**config.mk**
```make
export PLATFORM = sky130hd
export DESIGN_NAME = d8fd_lane
export DESIGN_NICKNAME = d
export VERILOG_FILES = /design/src/sv/d8fd_pkg.sv /design/src/sv/d8fd_lane.sv
export SDC_FILE = /design/constraint.sdc
export NUM_CORES = 1
export LEC_CHECK = 0
export ABC_AREA = 1
export BUFFER_PORTS_ARGS = -buffer_cell sky130_fd_sc_hd__buf_2
export CORE_MARGIN = 2
export CORE_UTILIZATION = 50
export CTS_CLUSTER_SIZE = 40
export DETAILED_ROUTE_END_ITERATION = 10
export GPL_TIMING_DRIVEN = 1
export PLACE_DENSITY = 0.71
export SLEW_MARGIN = 15
export SYNTH_ARGS = -nofsm -noshare
export SYNTH_HDL_FRONTEND = slang
export SYNTH_SLANG_ARGS = --single-unit
```
**constraint.sdc**
```tcl
create_clock -name clk -period 4.9 [get_ports clk]
set_input_delay 0.98 -clock clk [delete_from_list [all_inputs] [get_ports clk]]
set_output_delay 0.98 -clock clk [all_outputs]
set_load 0.005 [all_outputs]
```
**src/sv/d8fd_pkg.sv**
```systemverilog
package d8fd_pkg;

	localparam int MAX_WIDTH      = 4096;
	localparam int ELEV_BITS      = 16;
	localparam int COL_BITS       = $clog2(MAX_WIDTH);
	localparam int FWIDTH_BITS    = 13;
	localparam int ROW_BITS       = 16;
	localparam int CFG_DATA_BITS  = 16;
	localparam int CFG_INDEX_BITS = 2;

	localparam int WEIGHT_BITS = 16;
	localparam int SCORE_BITS  = ELEV_BITS + WEIGHT_BITS;
	localparam logic [WEIGHT_BITS-1:0] DIAG_WEIGHT = 16'd46341;

	localparam int NUM_DIRS    = 8;
	localparam int NUM_LANES   = 4;
	localparam int MAX_RESULTS = 4;
	localparam int CNT_BITS    = $clog2(MAX_RESULTS + 1);

	localparam int QUEUE_DEPTH = 16;
	localparam int QPTR_BITS   = $clog2(QUEUE_DEPTH);
	localparam int QCNT_BITS   = $clog2(QUEUE_DEPTH + 1);

	typedef enum logic [CFG_INDEX_BITS-1:0] {
		REG_FRAME_WIDTH  = 2'd0,
		REG_FRAME_HEIGHT = 2'd1
	} cfg_reg_t;

	localparam logic signed [3:0] DIR_E    = 4'sd0;
	localparam logic signed [3:0] DIR_W    = 4'sd1;
	localparam logic signed [3:0] DIR_S    = 4'sd2;
	localparam logic signed [3:0] DIR_N    = 4'sd3;
	localparam logic signed [3:0] DIR_SE   = 4'sd4;
	localparam logic signed [3:0] DIR_SW   = 4'sd5;
	localparam logic signed [3:0] DIR_NE   = 4'sd6;
	localparam logic signed [3:0] DIR_NW   = 4'sd7;
	localparam logic signed [3:0] DIR_NONE = -4'sd1;

	localparam int DIR_DC [NUM_DIRS] = '{1, -1, 0, 0, 1, -1, 1, -1};
	localparam int DIR_DR [NUM_DIRS] = '{0, 0, 1, -1, 1, 1, -1, -1};

	// window position of each lane's center pixel
	localparam int CTR_ROW [NUM_LANES] = '{1, 1, 2, 2};
	localparam int CTR_COL [NUM_LANES] = '{1, 2, 1, 2};

	typedef logic signed [ELEV_BITS-1:0] elev_t;
	typedef elev_t [2:0][2:0] window_t;
	typedef elev_t [NUM_DIRS-1:0] nbr_t;
	typedef logic [ELEV_BITS-1:0] drop_t;

	typedef struct packed {
		logic [COL_BITS-1:0] col;
		logic [ROW_BITS-1:0] row;
		logic                last_col;
		logic                last_row;
	} meta_t;

	typedef struct packed {
		logic signed [3:0]   direction;
		logic [COL_BITS-1:0] column;
		logic [ROW_BITS-1:0] row;
		logic                frame_last;
	} result_t;

endpackage

```
**src/sv/d8fd_lane.sv**
```systemverilog
module d8fd_lane (
	input  logic                          clk,
	input  d8fd_pkg::elev_t               center,
	input  d8fd_pkg::nbr_t                nb,
	input  logic [d8fd_pkg::NUM_DIRS-1:0] mask,
	output logic signed [3:0]             direction
);

	d8fd_pkg::drop_t drop_s3 [d8fd_pkg::NUM_DIRS];

	d8fd_pkg::drop_t orth_drop;
	d8fd_pkg::drop_t diag_drop;
	logic [1:0]      orth_dir;
	logic [1:0]      diag_dir;

	d8fd_pkg::drop_t orth_drop_s4;
	d8fd_pkg::drop_t diag_drop_s4;
	logic [1:0]      orth_dir_s4;
	logic [1:0]      diag_dir_s4;

	d8fd_pkg::drop_t                  orth_drop_s5;
	logic [d8fd_pkg::SCORE_BITS-1:0]  diag_score_s5;
	logic [1:0]                       orth_dir_s5;
	logic [1:0]                       diag_dir_s5;
	logic [d8fd_pkg::SCORE_BITS-1:0]  orth_score;

	// drop of a lower neighbor fits ELEV_BITS unsigned, so a wrapping subtract is exact
	always_ff @(posedge clk) begin
		for (int d = 0; d < d8fd_pkg::NUM_DIRS; d++) begin
			if (mask[d] && ($signed(nb[d]) < $signed(center))) begin
				drop_s3[d] <= d8fd_pkg::ELEV_BITS'(center - nb[d]);
			end else begin
				drop_s3[d] <= '0;
			end
		end
	end

	always_comb begin
		orth_drop = drop_s3[0];
		orth_dir  = 2'd0;
		diag_drop = drop_s3[4];
		diag_dir  = 2'd0;
		for (int d = 1; d < 4; d++) begin
			if (drop_s3[d] > orth_drop) begin
				orth_drop = drop_s3[d];
				orth_dir  = 2'(d);
			end
			if (drop_s3[d + 4] > diag_drop) begin
				diag_drop = drop_s3[d + 4];
				diag_dir  = 2'(d);
			end
		end
	end

	always_ff @(posedge clk) begin
		orth_drop_s4  <= orth_drop;
		orth_dir_s4   <= orth_dir;
		diag_drop_s4  <= diag_drop;
		diag_dir_s4   <= diag_dir;
		orth_drop_s5  <= orth_drop_s4;
		orth_dir_s5   <= orth_dir_s4;
		diag_dir_s5   <= diag_dir_s4;
		diag_score_s5 <= d8fd_pkg::SCORE_BITS'(diag_drop_s4) *
			d8fd_pkg::SCORE_BITS'(d8fd_pkg::DIAG_WEIGHT);
	end

	assign orth_score = {orth_drop_s5, {d8fd_pkg::WEIGHT_BITS{1'b0}}};

	// orthogonal directions precede diagonals, so a diagonal must be strictly steeper
	always_comb begin
		if (diag_score_s5 > orth_score) begin
			direction = d8fd_pkg::DIR_SE + $signed({2'b00, diag_dir_s5});
		end else if (orth_drop_s5 != '0) begin
			direction = d8fd_pkg::DIR_E + $signed({2'b00, orth_dir_s5});
		end else begin
			direction = d8fd_pkg::DIR_NONE;
		end
	end

endmodule

```
==> impl_metrics.env <==
export IMPL_period_share_pct=98.2
export IMPL_fp_dieArea_mm2=0.0387
export IMPL_synth_cells=2448
export IMPL_multiInputGateArea_mm2=0.0132
export IMPL_crit_family="adder cells"
export IMPL_use_met2_pct=42.9
export IMPL_endpoint_kind="register"
export IMPL_grt_first_pass_wirelength_um=80600
export IMPL_drv_slew=0
export IMPL_vias=17100
export IMPL_min_from="orth_drop_s4[0]"
export IMPL_grt_use_total_pct=26.1
export IMPL_holdCritPathClass="register to register"
export IMPL_dieWidth_um=197
export IMPL_grtUsageMet3_pct=2.93
export IMPL_synthFlopType="dfxtp_1"
export IMPL_pin_count=157
export IMPL_antenna_found_initial=0
export IMPL_worst_path_largest_cell_delay_ps=520
export IMPL_cts_num_sinks=216
export IMPL_clk_latency_ps=540
export IMPL_cts_tree="yes"
export IMPL_r2r_cells=18
export IMPL_cp_num_buf_inv=2
export IMPL_ctsHtreeMaxLevel=1
export IMPL_slew_headroom_pct=47.0
export IMPL_netlist_area_mm2=0.0186
export IMPL_core_area_mm2=0.0366
export IMPL_drive_above_1_share_pct=17.7
export IMPL_finClkSkew_ps=11.7
export IMPL_async_reset_ff_share_pct=0
export IMPL_synth_edf_count=0
export IMPL_critPathRequiredTime_ps=5350
export IMPL_ant_nets=0
export IMPL_clock_tree_buffer_depth=3
export IMPL_synth_warnings=0
export IMPL_rsz0062_at_grt="yes"
export IMPL_maxCapViolations=0
export IMPL_tightest_slew_ps=794
export IMPL_drcViolationCount=0
export IMPL_cts_hold_buf=0
export IMPL_grt_overflow=0
export IMPL_wirelength_um=52700
export IMPL_met1_usage_pct=35.1
export IMPL_synth_seq_cells=216
export IMPL_final_net_count=3260
export IMPL_fmax_mhz=208
export IMPL_postLayoutCoreUtil_pct=60.8
export IMPL_cp_depth=18
export IMPL_drt_iter0_drc=1035
export IMPL_io_buffers=156
export IMPL_startpoint_type="register"
export IMPL_first_global_vias=16300
export IMPL_via_per_inst=5.36
export IMPL_initial_core_util_pct=50.7
export IMPL_top_usage_layer="met2"
export IMPL_synthesis_nets=3013
export IMPL_worstPathArrival_ps=5270
export IMPL_dp_hpwl_um=42100
export IMPL_critical_path_class="register to register"
export IMPL_clkTransAtPathRegs_ps=70
export IMPL_hold_viol=0
export IMPL_seq_area_frac_synth_pct=23.3
export IMPL_fill_cells=3197
export IMPL_yosysUniqueCellTypes=57
export IMPL_placementRows=70
export IMPL_gp_congestion=0.939
export IMPL_cp_max_fo=5
export IMPL_die_h_um=197
export IMPL_routedWlPerCell_um=16.5
export IMPL_first_pass_iters=5
export IMPL_ff_latch_area_mm2=0.00434
export IMPL_cts_root_buf="clkbuf_16"
export IMPL_reg2reg_from="diag_drop_s4[6]"
export IMPL_worstSetupStartpoint="diag_drop_s4[6]"
export IMPL_syn_to_final_growth_pct=19.9
export IMPL_finalCriticalPeriod_ps=4810
export IMPL_whs_path_depth=0
export IMPL_slowest_stage="fa_1"
export IMPL_finalSetupViolCount=0
export IMPL_crit_chain="ha_4 -> fa_1 -> fa_1 -> inv_1 -> fa_1 -> inv_1 -> fa_1 -> fa_1 -> ha_4 -> nand2_4 -> nor4_4 -> a21oi_2 -> o21ai_2 -> nand4_1 -> nand2_2 -> nand2_2 -> nand2_2 -> xor2_1"
export IMPL_outcome="completed"
export IMPL_cts_buffers=24
export IMPL_grt_max_degree=21
export IMPL_crit_top_cell="fa_1"
export IMPL_syn_avg_cell_area_um2=7.59
## synthesized netlist by cell type (all sizes together) (8+ instances only)
cell | n | area [µm²]
inv | 446 | 1670
nand2 | 427 | 1650
ha | 353 | 4420
a21oi | 233 | 1180
dfxtp | 216 | 4320
nor2 | 159 | 604
o21ai | 147 | 743
nand3 | 72 | 370
fa | 59 | 1180
xor2 | 59 | 517
nor3 | 48 | 255
or2 | 28 | 175
nand4 | 27 | 188
xnor2 | 16 | 140
o21bai | 15 | 113
nor3b | 14 | 105
buf | 13 | 80.1
nor4 | 13 | 81.3
o21a | 13 | 97.6
clkbuf | 12 | 45.0
a211oi | 8 | 60.1
a31oi | 8 | 50.1
o221ai | 8 | 70.1
o31ai | 8 | 60.1
## registers in the layout (all words and copies together), names as in the netlist
| register | cells |
|---|---|
| drop_s3 | 128 |
| diag_score_s5 | 32 |
| diag_drop_s4 | 16 |
| orth_drop_s4 | 16 |
| orth_drop_s5 | 16 |
| diag_dir_s4 | 2 |
| diag_dir_s5 | 2 |
| orth_dir_s4 | 2 |
| orth_dir_s5 | 2 |
## worst register-to-register path, delay by kind of cell (launching register included)
kind,cells,cell delay (ps)
AOI/OAI and AO/OA,2,350
xor gates and xnor gates,1,170
DFF,1,370
buffers and inverters,2,90
and+or+nand+nor,6,700
adders and majority gates,7,3050
## metrics by stage
step / hold WS, ps / setup TNS (ps) / std cells / worst slack (ps) / area, µm²
5_1_grt: 331 / -2640 / 3181 / -165 / 22300
3_3_place_gp: 312 / 0 / 3111 / 0.742 / 20300
2_1_floorplan: 310 / 0 / 2448 / 116 / 18600
6_report: 320 / 0 / 3182 / 89.4 / 22300
3_5_place_dp: 312 / -2170 / 3111 / -178 / 20300
4_1_cts: 324 / 0 / 3156 / 6.38 / 21300
## cells by family after synthesis
kind of cell / after synthesis / synth area share (%)
xor gates and xnor gates: 75 / 3.54
and+or+nand+nor: 793 / 18.6
adders and majority gates: 412 / 30.1
AOI/OAI and AO/OA: 480 / 14.7
buffers and inverters: 472 / 9.71
DFF: 216 / 23.3
## placed cells by master (no fill, tap or decap), types with 29 or more instances in the layout
| cell type | Yosys | final |
|---|---|---|
| o21ai_1 | 15 | 44 |
| ha_1 | 353 | 328 |
| nand2_2 | 12 | 33 |
| buf_4 | 2 | 70 |
| a21oi_1 | 228 | 216 |
| buf_2 | 10 | 157 |
| clkbuf_16 | 0 | 29 |
| xor2_1 | 59 | 59 |
| nand3_1 | 70 | 66 |
| inv_1 | 444 | 441 |
| fa_1 | 59 | 59 |
| nor2_1 | 156 | 154 |
| nand2_1 | 413 | 381 |
| nor3_1 | 45 | 43 |
| dfxtp_1 | 216 | 207 |
| o21ai_0 | 130 | 79 |
## per-layer routing
layer  up-vias  wire [µm]
met4         0       2160
li1       8610          -
met3       127       3040
met2       541      23500
met1      7792      23900
met5         -          0
## worst paths after layout
kind,to,slack [ps]
hold / removal,orth_drop_s5[0],320
setup / recovery,diag_score_s5[30],90
setup reg to reg,diag_score_s5[30],90
hold reg to reg,orth_drop_s5[0],320
## repair_timing
item | CTS | global route
cloned | 1 | 9
resized for setup | 13 | 199
pin swaps | 3 | 66
buffers inserted | 0 | 16
setup endpoints to repair | 18 | 39
## cell type report
type / instances / share of cell area, %
Multi-Input combinational cell: 1762 / 59.2
Sequential cell: 216 / 19.5
Inverter: 447 / 7.54
Timing Repair Buffer: 244 / 7.05
Clock buffer: 26 / 2.83
Tap cell: 468 / 2.63
Clock inverter: 18 / 1.27
Antenna cell: 1 / 0.0112
Power is not shown: default switching activity piles up to over one toggle a cycle in this logic, so the estimate is an artifact.
